File: src/rtl/section_table_address_translator_defines.svh
// Assertion helpers shared by the translator RTL.
`ifndef SECTION_TABLE_ADDRESS_TRANSLATOR_DEFINES_SVH
`define SECTION_TABLE_ADDRESS_TRANSLATOR_DEFINES_SVH

// Same-cycle implication, checked on clk, masked during reset.
`define STAT_ASSERT_NOW(label, ante, cons, msg) \
	label: assert property (@(posedge clk) disable iff (!arst_n) (ante) |-> (cons)) \
		else $error(msg);

// Next-cycle implication, checked on clk, masked during reset.
`define STAT_ASSERT_NEXT(label, ante, cons, msg) \
	label: assert property (@(posedge clk) disable iff (!arst_n) (ante) |=> (cons)) \
		else $error(msg);

`endif

File: src/rtl/stat_pkg.sv
package stat_pkg;

	localparam int MAX_SECTIONS = 32;
	localparam int IDX_W        = (MAX_SECTIONS > 1) ? $clog2(MAX_SECTIONS) : 1;
	localparam int CNT_W        = $clog2(MAX_SECTIONS + 1);
	localparam int OUT_IDX_W    = 5;

	localparam logic [31:0] ALL_ONES = 32'hFFFF_FFFF;

	localparam logic [1:0] ACT_CLEAR  = 2'd0;
	localparam logic [1:0] ACT_APPEND = 2'd1;
	localparam logic [1:0] ACT_QUERY  = 2'd2;

	typedef struct packed {
		logic [31:0] virt_addr;
		logic [31:0] raw_offset;
		logic [31:0] raw_size;
		logic        executable;
	} sect_entry_t;

	// read beat from the table, as seen by the scan unit
	typedef struct packed {
		logic             start;
		logic             rd_valid;
		logic [IDX_W-1:0] rd_idx;
	} scan_ctl_t;

	typedef struct packed {
		logic                 busy;
		logic [31:0]          offset_for_rva;
		logic [31:0]          end_for_offset;
		logic                 index_found;
		logic [OUT_IDX_W-1:0] section_index;
		logic [31:0]          rva_for_offset;
		logic [31:0]          first_start;
		logic [31:0]          first_end;
		logic [OUT_IDX_W-1:0] exec_index;
	} scan_res_t;

	// low bits of a table index, zero-extended when the table is small
	function automatic logic [OUT_IDX_W-1:0] idx_to_out(input logic [IDX_W-1:0] i);
		logic [IDX_W+OUT_IDX_W-1:0] wide;
		wide = {{OUT_IDX_W{1'b0}}, i};
		return wide[OUT_IDX_W-1:0];
	endfunction

endpackage

File: src/rtl/section_table_address_translator.sv
// Clear, append and the spare code: result registered in the cycle after the beat is taken.
// Query: the table scan does one RAM read per section held, through the stage 2 registers and
//   the first-match accumulators; new beats are held off until its result is loaded.
// Other items: taken one per cycle while the result register is free.
// Reset: section count cleared, controller idle, result register empty;
//   the section RAM is not cleared and holds garbage until written.
`include "section_table_address_translator_defines.svh"

module section_table_address_translator (
	input  logic        clk,
	input  logic        arst_n,

	input  logic        in_valid,
	output logic        in_stall,
	input  logic [1:0]  action,
	input  logic [31:0] sect_virt_addr,
	input  logic [31:0] sect_raw_offset,
	input  logic [31:0] sect_raw_size,
	input  logic        sect_executable,
	input  logic [31:0] query_rva,
	input  logic [31:0] query_offset,

	output logic        out_valid,
	input  logic        out_stall,
	output logic [31:0] offset_for_rva,
	output logic [31:0] end_for_offset,
	output logic        index_found,
	output logic [4:0]  section_index,
	output logic [31:0] rva_for_offset,
	output logic [31:0] first_start,
	output logic [31:0] first_end,
	output logic [4:0]  exec_index,
	output logic        load_rejected
);

	localparam int IDX_W = stat_pkg::IDX_W;
	localparam int CNT_W = stat_pkg::CNT_W;
	localparam logic [CNT_W-1:0] MAX_CNT = CNT_W'(stat_pkg::MAX_SECTIONS);

	typedef enum logic [2:0] {
		ST_IDLE = 3'b001,
		ST_SCAN = 3'b010,
		ST_DONE = 3'b100
	} state_t;

	state_t state_q;

	logic [CNT_W-1:0] count_q;   // sections held
	logic [CNT_W-1:0] n_q;       // snapshot of count for the running scan
	logic [CNT_W-1:0] rd_idx_q;  // next section to read
	logic             rd_valid_s1;
	logic [IDX_W-1:0] rd_idx_s1;

	logic in_acc, out_free, full;
	logic wr_en, rd_en, scan_start, scan_end;
	logic load_imm, load_scan;

	stat_pkg::sect_entry_t wr_entry, rd_entry;
	stat_pkg::scan_ctl_t   scan_ctl;
	stat_pkg::scan_res_t   scan_res;

	// result register
	logic        out_valid_q;
	logic [31:0] offset_for_rva_q, end_for_offset_q, rva_for_offset_q;
	logic [31:0] first_start_q, first_end_q;
	logic        index_found_q, load_rejected_q;
	logic [4:0]  section_index_q, exec_index_q;

	// The result register frees up in the same cycle it is drained, so a new
	// beat can come in while the last result is being taken.
	assign out_free = !out_valid_q || !out_stall;
	assign in_stall = (state_q != ST_IDLE) || !out_free;
	assign in_acc   = in_valid && !in_stall;
	assign full     = count_q >= MAX_CNT;

	// Writes only happen from idle and reads only while scanning, so the RAM
	// never sees a read and write in the same cycle.
	assign wr_en      = in_acc && (action == stat_pkg::ACT_APPEND) && !full;
	assign scan_start = in_acc && (action == stat_pkg::ACT_QUERY);
	assign load_imm   = in_acc && (action != stat_pkg::ACT_QUERY);
	assign rd_en      = (state_q == ST_SCAN) && (rd_idx_q != n_q);
	// done once every read has issued and the compare pipe is empty
	assign scan_end   = (state_q == ST_SCAN) && (rd_idx_q == n_q) && !rd_valid_s1
		&& !scan_res.busy;
	assign load_scan  = (state_q == ST_DONE) && out_free;

	always_comb begin
		wr_entry.virt_addr  = sect_virt_addr;
		wr_entry.raw_offset = sect_raw_offset;
		wr_entry.raw_size   = sect_raw_size;
		wr_entry.executable = sect_executable;
	end

	stat_ram #(
		.WIDTH($bits(stat_pkg::sect_entry_t)),
		.DEPTH(stat_pkg::MAX_SECTIONS)
	) u_ram (
		.clk   (clk),
		.we    (wr_en),
		.waddr (count_q[IDX_W-1:0]),
		.wdata (wr_entry),
		.re    (rd_en),
		.raddr (rd_idx_q[IDX_W-1:0]),
		.rdata (rd_entry)
	);

	always_comb begin
		scan_ctl.start    = scan_start;
		scan_ctl.rd_valid = rd_valid_s1;
		scan_ctl.rd_idx   = rd_idx_s1;
	end

	stat_scan u_scan (
		.clk          (clk),
		.arst_n       (arst_n),
		.ctl          (scan_ctl),
		.entry        (rd_entry),
		.query_rva    (query_rva),
		.query_offset (query_offset),
		.res          (scan_res)
	);

	// controller
	always_ff @(posedge clk or negedge arst_n) begin
		if (!arst_n) begin
			state_q     <= ST_IDLE;
			count_q     <= '0;
			rd_idx_q    <= '0;
			n_q         <= '0;
			rd_valid_s1 <= 1'b0;
		end else begin
			rd_valid_s1 <= rd_en;
			case (state_q)
				ST_IDLE: begin
					if (in_acc) begin
						case (action)
							stat_pkg::ACT_CLEAR: begin
								count_q <= '0;
							end
							stat_pkg::ACT_APPEND: begin
								if (!full) begin
									count_q <= count_q + CNT_W'(1);
								end
							end
							stat_pkg::ACT_QUERY: begin
								n_q      <= count_q;
								rd_idx_q <= '0;
								state_q  <= ST_SCAN;
							end
							default: begin
							end
						endcase
					end
				end
				ST_SCAN: begin
					if (rd_en) begin
						rd_idx_q <= rd_idx_q + CNT_W'(1);
					end
					if (scan_end) begin
						state_q <= ST_DONE;
					end
				end
				ST_DONE: begin
					if (out_free) begin
						state_q <= ST_IDLE;
					end
				end
				default: begin
					state_q <= ST_IDLE;
				end
			endcase
		end
	end

	always_ff @(posedge clk) begin
		if (rd_en) begin
			rd_idx_s1 <= rd_idx_q[IDX_W-1:0];
		end
	end

	// result register
	always_ff @(posedge clk or negedge arst_n) begin
		if (!arst_n) begin
			out_valid_q <= 1'b0;
		end else if (load_imm || load_scan) begin
			out_valid_q <= 1'b1;
		end else if (!out_stall) begin
			out_valid_q <= 1'b0;
		end
	end

	always_ff @(posedge clk) begin
		if (load_imm) begin
			// clear, append and the unused code carry only the reject flag
			offset_for_rva_q <= '0;
			end_for_offset_q <= '0;
			index_found_q    <= 1'b0;
			section_index_q  <= '0;
			rva_for_offset_q <= '0;
			first_start_q    <= '0;
			first_end_q      <= '0;
			exec_index_q     <= '0;
			load_rejected_q  <= (action == stat_pkg::ACT_APPEND) && full;
		end else if (load_scan) begin
			offset_for_rva_q <= scan_res.offset_for_rva;
			end_for_offset_q <= scan_res.end_for_offset;
			index_found_q    <= scan_res.index_found;
			section_index_q  <= scan_res.section_index;
			rva_for_offset_q <= scan_res.rva_for_offset;
			first_start_q    <= scan_res.first_start;
			first_end_q      <= scan_res.first_end;
			exec_index_q     <= scan_res.exec_index;
			load_rejected_q  <= 1'b0;
		end
	end

	assign out_valid      = out_valid_q;
	assign offset_for_rva = offset_for_rva_q;
	assign end_for_offset = end_for_offset_q;
	assign index_found    = index_found_q;
	assign section_index  = section_index_q;
	assign rva_for_offset = rva_for_offset_q;
	assign first_start    = first_start_q;
	assign first_end      = first_end_q;
	assign exec_index     = exec_index_q;
	assign load_rejected  = load_rejected_q;

	`STAT_ASSERT_NOW(a_count_bound, 1'b1, count_q <= MAX_CNT, "section count past capacity")
	`STAT_ASSERT_NOW(a_rw_apart, rd_en || rd_valid_s1, !wr_en, "table write during a scan")
	`STAT_ASSERT_NEXT(a_query_scans, scan_start, state_q == ST_SCAN, "query did not start a scan")
	`STAT_ASSERT_NEXT(a_read_bound, rd_en, rd_idx_q <= n_q, "scan read past section count")

endmodule

File: src/rtl/stat_ram.sv
module stat_ram #(
	parameter int WIDTH = 8,
	parameter int DEPTH = 16,
	localparam int AW   = (DEPTH > 1) ? $clog2(DEPTH) : 1
) (
	input  logic             clk,
	input  logic             we,
	input  logic [AW-1:0]    waddr,
	input  logic [WIDTH-1:0] wdata,
	input  logic             re,
	input  logic [AW-1:0]    raddr,
	output logic [WIDTH-1:0] rdata
);

	logic [WIDTH-1:0] mem_q [DEPTH];
	logic [WIDTH-1:0] rdata_q;

	always_ff @(posedge clk) begin
		if (we) begin
			mem_q[waddr] <= wdata;
		end
		if (re) begin
			rdata_q <= mem_q[raddr];
		end
	end

	assign rdata = rdata_q;

endmodule

File: src/rtl/stat_scan.sv
module stat_scan (
	input  logic                   clk,
	input  logic                   arst_n,
	input  stat_pkg::scan_ctl_t    ctl,
	input  stat_pkg::sect_entry_t  entry,
	input  logic [31:0]            query_rva,
	input  logic [31:0]            query_offset,
	output stat_pkg::scan_res_t    res
);

	logic [31:0] rva_q, off_q;

	// stage 2: sums, differences and lower-bound compares
	logic                       valid_s2;
	logic [stat_pkg::IDX_W-1:0] idx_s2;
	logic [31:0]                va_s2, ro_s2, va_end_s2, re_s2, d_rva_s2, d_off_s2;
	logic                       ge_rva_s2, ge_off_s2, nz_s2, ex_s2;

	// first-match accumulators
	logic        hit_rva_q, hit_end_q, hit_idx_q, hit_first_q, hit_exec_q;
	logic [31:0] o_rva_q, o_end_q, o_back_q, o_fs_q, o_fe_q;
	logic [stat_pkg::IDX_W-1:0] o_idx_q, o_exec_q;

	logic m_rva, m_end, m_idx;

	always_ff @(posedge clk or negedge arst_n) begin
		if (!arst_n) begin
			valid_s2 <= 1'b0;
		end else begin
			valid_s2 <= ctl.rd_valid;
		end
	end

	always_ff @(posedge clk) begin
		if (ctl.start) begin
			rva_q <= query_rva;
			off_q <= query_offset;
		end
		if (ctl.rd_valid) begin
			idx_s2    <= ctl.rd_idx;
			va_s2     <= entry.virt_addr;
			ro_s2     <= entry.raw_offset;
			va_end_s2 <= entry.virt_addr + entry.raw_size;
			re_s2     <= entry.raw_offset + entry.raw_size;
			d_rva_s2  <= rva_q - entry.virt_addr;
			d_off_s2  <= off_q - entry.raw_offset;
			ge_rva_s2 <= rva_q >= entry.virt_addr;
			ge_off_s2 <= off_q >= entry.raw_offset;
			nz_s2     <= entry.raw_size != 32'd0;
			ex_s2     <= entry.executable;
		end
	end

	assign m_rva = ge_rva_s2 && (rva_q < va_end_s2);
	assign m_end = ge_off_s2 && (off_q < re_s2);
	assign m_idx = ge_off_s2 && (off_q <= re_s2);

	always_ff @(posedge clk or negedge arst_n) begin
		if (!arst_n) begin
			hit_rva_q   <= 1'b0;
			hit_end_q   <= 1'b0;
			hit_idx_q   <= 1'b0;
			hit_first_q <= 1'b0;
			hit_exec_q  <= 1'b0;
		end else if (ctl.start) begin
			hit_rva_q   <= 1'b0;
			hit_end_q   <= 1'b0;
			hit_idx_q   <= 1'b0;
			hit_first_q <= 1'b0;
			hit_exec_q  <= 1'b0;
		end else if (valid_s2) begin
			hit_rva_q   <= hit_rva_q | m_rva;
			hit_end_q   <= hit_end_q | m_end;
			hit_idx_q   <= hit_idx_q | m_idx;
			hit_first_q <= hit_first_q | nz_s2;
			hit_exec_q  <= hit_exec_q | ex_s2;
		end
	end

	always_ff @(posedge clk) begin
		if (ctl.start) begin
			o_rva_q  <= stat_pkg::ALL_ONES;
			o_end_q  <= stat_pkg::ALL_ONES;
			o_back_q <= stat_pkg::ALL_ONES;
			o_fs_q   <= stat_pkg::ALL_ONES;
			o_fe_q   <= stat_pkg::ALL_ONES;
			o_idx_q  <= '0;
			o_exec_q <= '0;
		end else if (valid_s2) begin
			if (!hit_rva_q && m_rva) begin
				o_rva_q <= ro_s2 + d_rva_s2;
			end
			if (!hit_end_q && m_end) begin
				o_end_q <= re_s2;
			end
			if (!hit_idx_q && m_idx) begin
				o_idx_q  <= idx_s2;
				o_back_q <= d_off_s2 + va_s2;
			end
			if (!hit_first_q && nz_s2) begin
				o_fs_q <= ro_s2;
				o_fe_q <= re_s2;
			end
			if (!hit_exec_q && ex_s2) begin
				o_exec_q <= idx_s2;
			end
		end
	end

	always_comb begin
		res.busy           = valid_s2;
		res.offset_for_rva = o_rva_q;
		res.end_for_offset = o_end_q;
		res.index_found    = hit_idx_q;
		res.section_index  = stat_pkg::idx_to_out(o_idx_q);
		res.rva_for_offset = o_back_q;
		res.first_start    = o_fs_q;
		res.first_end      = o_fe_q;
		res.exec_index     = stat_pkg::idx_to_out(o_exec_q);
	end

endmodule

File: config.mk
export PLATFORM = sky130hd
export DESIGN_NAME = section_table_address_translator
export DESIGN_NICKNAME = d
export VERILOG_FILES = /design/src/rtl/stat_pkg.sv /design/src/rtl/section_table_address_translator.sv /design/src/rtl/stat_ram.sv /design/src/rtl/stat_scan.sv
export VERILOG_INCLUDE_DIRS = /design/src /design/src/rtl
export SDC_FILE = /design/constraint.sdc
export NUM_CORES = 2
export LEC_CHECK = 0
export BUFFER_PORTS_ARGS = -buffer_cell sky130_fd_sc_hd__buf_2
export CORE_AREA = 2 2 585 587
export DETAILED_ROUTE_END_ITERATION = 10
export DIE_AREA = 0 0 587 589
export PLACE_DENSITY = 0.62
export REMOVE_ABC_BUFFERS = 1
export SLEW_MARGIN = 20
export SYNTH_ARGS = -nofsm -noshare
export SYNTH_HDL_FRONTEND = slang
export SYNTH_SLANG_ARGS = --single-unit
File: constraint.sdc
create_clock -name clk -period 16.99 [get_ports clk]
set_input_delay 0.8495 -clock clk [delete_from_list [all_inputs] [get_ports clk]]
set_output_delay 0.8495 -clock clk [all_outputs]
set_load 0.005 [all_outputs]
# Yosys cells after proc, flatten, opt, wreduce, memory -nomap -nowiden
# Memories as Yosys holds them, arrays and structs flattened. A register that Yosys moved wholly into a read port is not among the register bits.
# Cells that the tools add are included.
dict set report totals {
  memories 1
  reg_bits 641
  output_inout_bits 174
  inputBits 167
  ramBits 3104
  wordCells 154
}
dict set report op_classes {
  n_eq_ne 16
  bitwise 5
  n_addsub 8
  magnitude_cmp 6
  reduce_logical 49
  n_mux 27
}
# name depth word_bits read_ports rd_clocked_by_memory_dff wr line_no
set mem_list {}
lappend mem_list {u_ram.mem_q 32 97 1 1 1 stat_ram.sv:15} ;# logic [WIDTH-1:0] mem_q [DEPTH];
# operator count
set ops {}
lappend ops {{adder 32 bit} 4}
lappend ops {{greater-or-equal comparator 32 bit} 2}
lappend ops {{less-than comparator 32 bit} 2}
lappend ops {{subtractor 32 bit} 2}
lappend ops {{<= comparator 32 bit} 1}
lappend ops {{nonzero test 32 bit} 1}
lappend ops {{2-to-1 mux 6 bit} 4}
lappend ops {{case mux 6 bit (2 select lines)} 2}
lappend ops {{logical AND 1 bit} 19}
lappend ops {{2-to-1 mux 1 bit} 16}
lappend ops {{!= test 2 bit, second input constant} 7}
lappend ops {{adder 6 x 1 -> 6 bit, second input constant} 2}
lappend ops {{zero test 1 bit} 12}
lappend ops {{2-to-1 mux 3 bit} 4}
lappend ops {{AND reduction 4 bit} 3}
lappend ops {{AND reduction 2 bit} 5}
lappend ops {{case mux 3 bit (3 select lines)} 1}
lappend ops {{nonzero test 2 bit} 4}
lappend ops {{== test 6 bit} 1}
lappend ops {{greater-or-equal comparator 6 bit, second input constant} 1}
lappend ops {{!= test 6 bit} 1}
lappend ops {{bitwise OR 1 bit} 5}
lappend ops {{== test 3 x 1 -> 1 bit, second input constant} 1}
lappend ops {{== test 3 x 2 -> 1 bit, second input constant} 1}
lappend ops {{other kinds (8)} 10}

# Logic depth before layout (Yosys ltp)
dict set report depth {
  depth_word 10
  ltp_mapped 14
  mapped_depth_nobuf 13
}

# Cells and area by module
# A second synthesis with hierarchy kept.
dict set report unflattened {
  hier_cells 9031
  hier_area_um2 153298.3
}
# module area_each_um2 seq_area_each_um2 cells_each n_inst
set modules_own_cells {}
lappend modules_own_cells {stat_ram 120843.4 96122.2 5666 1}
lappend modules_own_cells {stat_scan 25184.2 11511.0 2496 1}
lappend modules_own_cells {section_table_address_translator 7270.7 4180.3 869 1}

# Worst setup path before layout
# No wires, ideal clock.
dict set report synth_path {
  path_kind {register -> register}
  from {register rd_idx_q[0]}
  to {register rd_idx_q[5]}
  setup_time_ns 0.078
  slack_ns 10.171
  t_arrival_ns 6.741
  required_ns 16.912
  period_less_slack_ns 6.819
  stages_incl_launch_ff 9
  n_path_buf 2
  path_cell_list {dfrtp_1 -> clkbuf_1 -> buf_2 -> xor2_1 -> nor4_1 -> a311oi_2 -> nand4_1 -> or3_1 -> a21oi_1}
}
dict set report synth_between {
  elab_chain_len 4
  word_cells_on_any_way 7
  classes_between {add/sub (1); eq/ne (2); mux (2); reduce/logical (2)}
}
# element line_no
set synth_lines {}
lappend synth_lines {{from (decl)} section_table_address_translator.sv:50} ;# logic [CNT_W-1:0] rd_idx_q;
lappend synth_lines {{from (signal assigned)} section_table_address_translator.sv:157} ;# rd_idx_q <= rd_idx_q + CNT_W'(1);
lappend synth_lines {{!= test 6 bit} section_table_address_translator.sv:81} ;# assign rd_en = (state_q == ST_SCAN) && (rd_idx_q != n_q);
lappend synth_lines {{logical AND 1 bit} section_table_address_translator.sv:81}
lappend synth_lines {{net rd_en} section_table_address_translator.sv:55} ;# logic wr_en, rd_en, scan_start, scan_end;
lappend synth_lines {{!= test 2 bit (no source line)} --}
lappend synth_lines {{AND reduction 4 bit (no source line)} --}
# The timed path passes the listed nets, and every way through them passes these cells. The select of a mux whose other input is x is not followed.
# A chain may end at the register's enable or synchronous reset.

# Final worst setup path
dict set report layout_path {
  from {register rd_idx_q[1]}
  to {register u_ram.rdata_q[25], in the netlist u_ram.rdata[25] (read register of u_ram.mem_q) (data pin)}
}
dict set report layout_between {
  elab_chain_len 2
}
# element line_no
set layout_lines {}
lappend layout_lines {{!= test 6 bit} section_table_address_translator.sv:81}
lappend layout_lines {{logical AND 1 bit} section_table_address_translator.sv:81}
lappend layout_lines {{to (decl)} stat_ram.sv:16} ;# logic [WIDTH-1:0] rdata_q;
# Parallel ways exist; a longest one is shown, timed or not.

==> results.yml <==
pwr:
  leakage_nw: 56.1
  finalPower_mw: 23.4
  cellPowerDensity_mw_per_mm2: 136
  ir_worst_vdd_v: 0.0000894
cells_and_area:
  multi_input_area_mm2: 0.0385
  fillers: 26900
  layout_common_cells: "3472 x edfxtp_1, 970 x mux4_2, 640 x nand2_1"
  fin_nets: 8783
  seqCellArea_mm2: 0.112
  syn2layout_area_growth_pct: 13.0
  layout-drive-gt1-share_pct: 24.8
  final_common_cell: "edfxtp_1"
timing:
  report.final.slew_viol_count: 0
  hold_viol: 0
  fin_crit_sh_pct: 34.3
  fin_skew_ns: 0.0482
  tightest_slew_ns: 1.23
  period_minus_slack_ns: 5.82
  setup_viol: 0
  rsz0062_at_grt: "no"
  hold_ws_ns: 0.0399
  maxSlewHeadroom_pct: 18.2
  fmax_mhz: 172
worst_setup_path:
  r2r_slack_ns: 11.17
  crit_type: "register to register"
  start_kind: "register"
  cp.required_ns: 17.67
  cp-end-kind: "register"
  cp.arrival_ns: 6.50
  worstPathMaxFanout: 67
place:
  gp_congestion: 0.886
  dp_hpwl_um: 237000
  port_buffers: 340
global_routing:
  groute.usage.overall_pct: 23.1
  antenna_found_initial: 69
  grt_start_max_net_pins: 148
  grt_remaining_overflow: 0
  first_global_vias: 78000
  use_met1_pct: 33.2
  met3_usage_pct: 3.48
  gr-usage-met2_pct: 37.1
  grt_pass1_wl_um: 575000
  grt-busiest-layer: "met2"
floorplan:
  initial_core_util_pct: 44.9
  fp.dieW_um: 587
  ioPinCount: 341
  num_rows: 214
  coreArea_mm2: 0.339
  die_y_um: 589
  die-area_mm2: 0.346
outcome:
  outcome: "finished, final reports clean"
drt:
  wl_per_cell_um: 30.6
  drc: 0
  vias: 79100
  via_per_inst: 5.98
  ant_nets: 0
  wl_um: 405000
  firstDrtPassIters: 5
  drt_iter0_drc: 9312
yosys:
  synthDistinctLibCells: 81
  avgSynthCellArea_um2: 19.3
  synth-main-ff-cell: "edfxtp_1"
  synth-edff-count: 3472
  ys_async_sr_fraction_pct: 0.755
  synth_cells: 7863
  ys_ff_latch: 3842
  synthesis.area_mm2: 0.152
  yosysWarnings: 0
  seq_area_frac_synth_pct: 73.5
clock_tree:
  htreeDepth: 5
  numCtsBuffers: 389
  clk_pin_slew_worst_paths_ns: 0.06
  holdBufCountCts: 0
  ctsResizeCount: 0
  cts_tree: "yes"
  insertion_delay_ns: 0.95
  root_buffer: "clkbuf_16"
  cts.path.max_buffers: 4
  postCtsSetupBuffers: 0
  clock_sinks: 3842
flow_run:
  cap_violations: 0
hold_path:
  hp-class: "primary input to async pin"
[state kept, by name, summed over array words and instances, names as in the netlist, 6 cells and up]
register          flops
n_q                   6
u_scan.ro_s2         32
u_scan.o_rva_q       32
rd_idx_q              6
rva_for_offset       32
u_scan.d_off_s2      32
end_for_offset       32
u_scan.va_end_s2     32
u_ram.mem_q        3104
count_q               6
u_scan.re_s2         32
u_scan.d_rva_s2      32
u_scan.rva_q         32
u_scan.o_fe_q        32
offset_for_rva       32
first_end            32
u_scan.o_back_q      32
u_scan.o_end_q       32
u_scan.va_s2         32
u_scan.o_fs_q        32
first_start          32
u_ram.rdata          97
u_scan.off_q         32
[path summary, 6_finish.rpt]
path,start,endpoint,cells past startpoint
worst max register to register,rd_idx_q[1],u_ram.rdata[25],7
min in group clk,query_rva[25],u_scan.rva_q[25],1
worst min-delay path,arst_n,out_valid,1
max in group asynchronous,arst_n,rd_idx_q[1],1
worst min register to register,rd_idx_s1[0],u_scan.idx_s2[0],0
worst max-delay path,rd_idx_q[1],u_ram.rdata[25],7
[cells in the mapped netlist, types with 70 or more instances]
cell type | n | area share, %
a21o_1 | 95 | 0.47
a21oi_1 | 371 | 1.2
clkbuf_1 | 264 | 0.65
dfxtp_1 | 341 | 4.5
edfxtp_1 | 3472 | 69
ha_1 | 256 | 2.1
inv_1 | 189 | 0.47
mux2_2 | 98 | 0.73
mux4_2 | 970 | 14
nand2_1 | 640 | 1.6
nand3_1 | 70 | 0.23
nor2_1 | 149 | 0.37
o211ai_1 | 121 | 0.60
o21ai_0 | 76 | 0.25
xnor2_1 | 105 | 0.60
[where the power goes]
part	total (mW)	switching, mW	internal (mW)
Combinational	4.05	2.08	1.98
Sequential	11.1	0.312	10.8
Clock	8.28	3.57	4.71
[layer usage]
metal / share of wire, % / vias to the layer above
met1: 42 / 42200
met2: 48 / 3489
met3: 7.5 / 563
met5: 0.019 / -
li1: - / 32800
met4: 2.5 / 12
[per-stage QoR]
step	area [um^2]	worst slack, ns	utilization, %	std cells	setup TNS (ns)
global placement	159000	10.76	47.0	12500	0
detailed placement	159000	10.73	47.0	12500	0
finish	172000	11.17	50.7	13200	0
CTS	172000	10.71	50.7	13200	0
floorplan	151000	-17.79	-	7507	-3164.36
global route	172000	10.65	50.7	13200	0
[critical path, stage by stage (launching register included)]
cell and delay, ns:
dfrtp_4 0.67, buf_4 0.76, buf_4 0.92, buf_4 0.94, buf_4 0.86, mux4_2 0.41, mux4_2 0.49, mux2_2 0.31
[layout make-up]
type                            instances  area share [%]
Timing Repair Buffer                  456            1.66
Clock inverter                        208           0.998
Sequential cell                      3842            65.1
Inverter                              190           0.416
Tap cell                             4536            3.30
Antenna cell                           17          0.0248
Clock buffer                          493            6.14
Multi-Input combinational cell       3475            22.4
[cells by family after synthesis]
family,share of synthesized area [%]
flip-flops,73.5
multiplexers,15.2
AND/OR/NAND/NOR,3.09
AO/OA/AOI/OAI,3.61
buffers and inverters,1.37
adder cells (fa/ha/maj),2.19
XOR/XNOR,1.00
(Power assumes the default switching activity.)
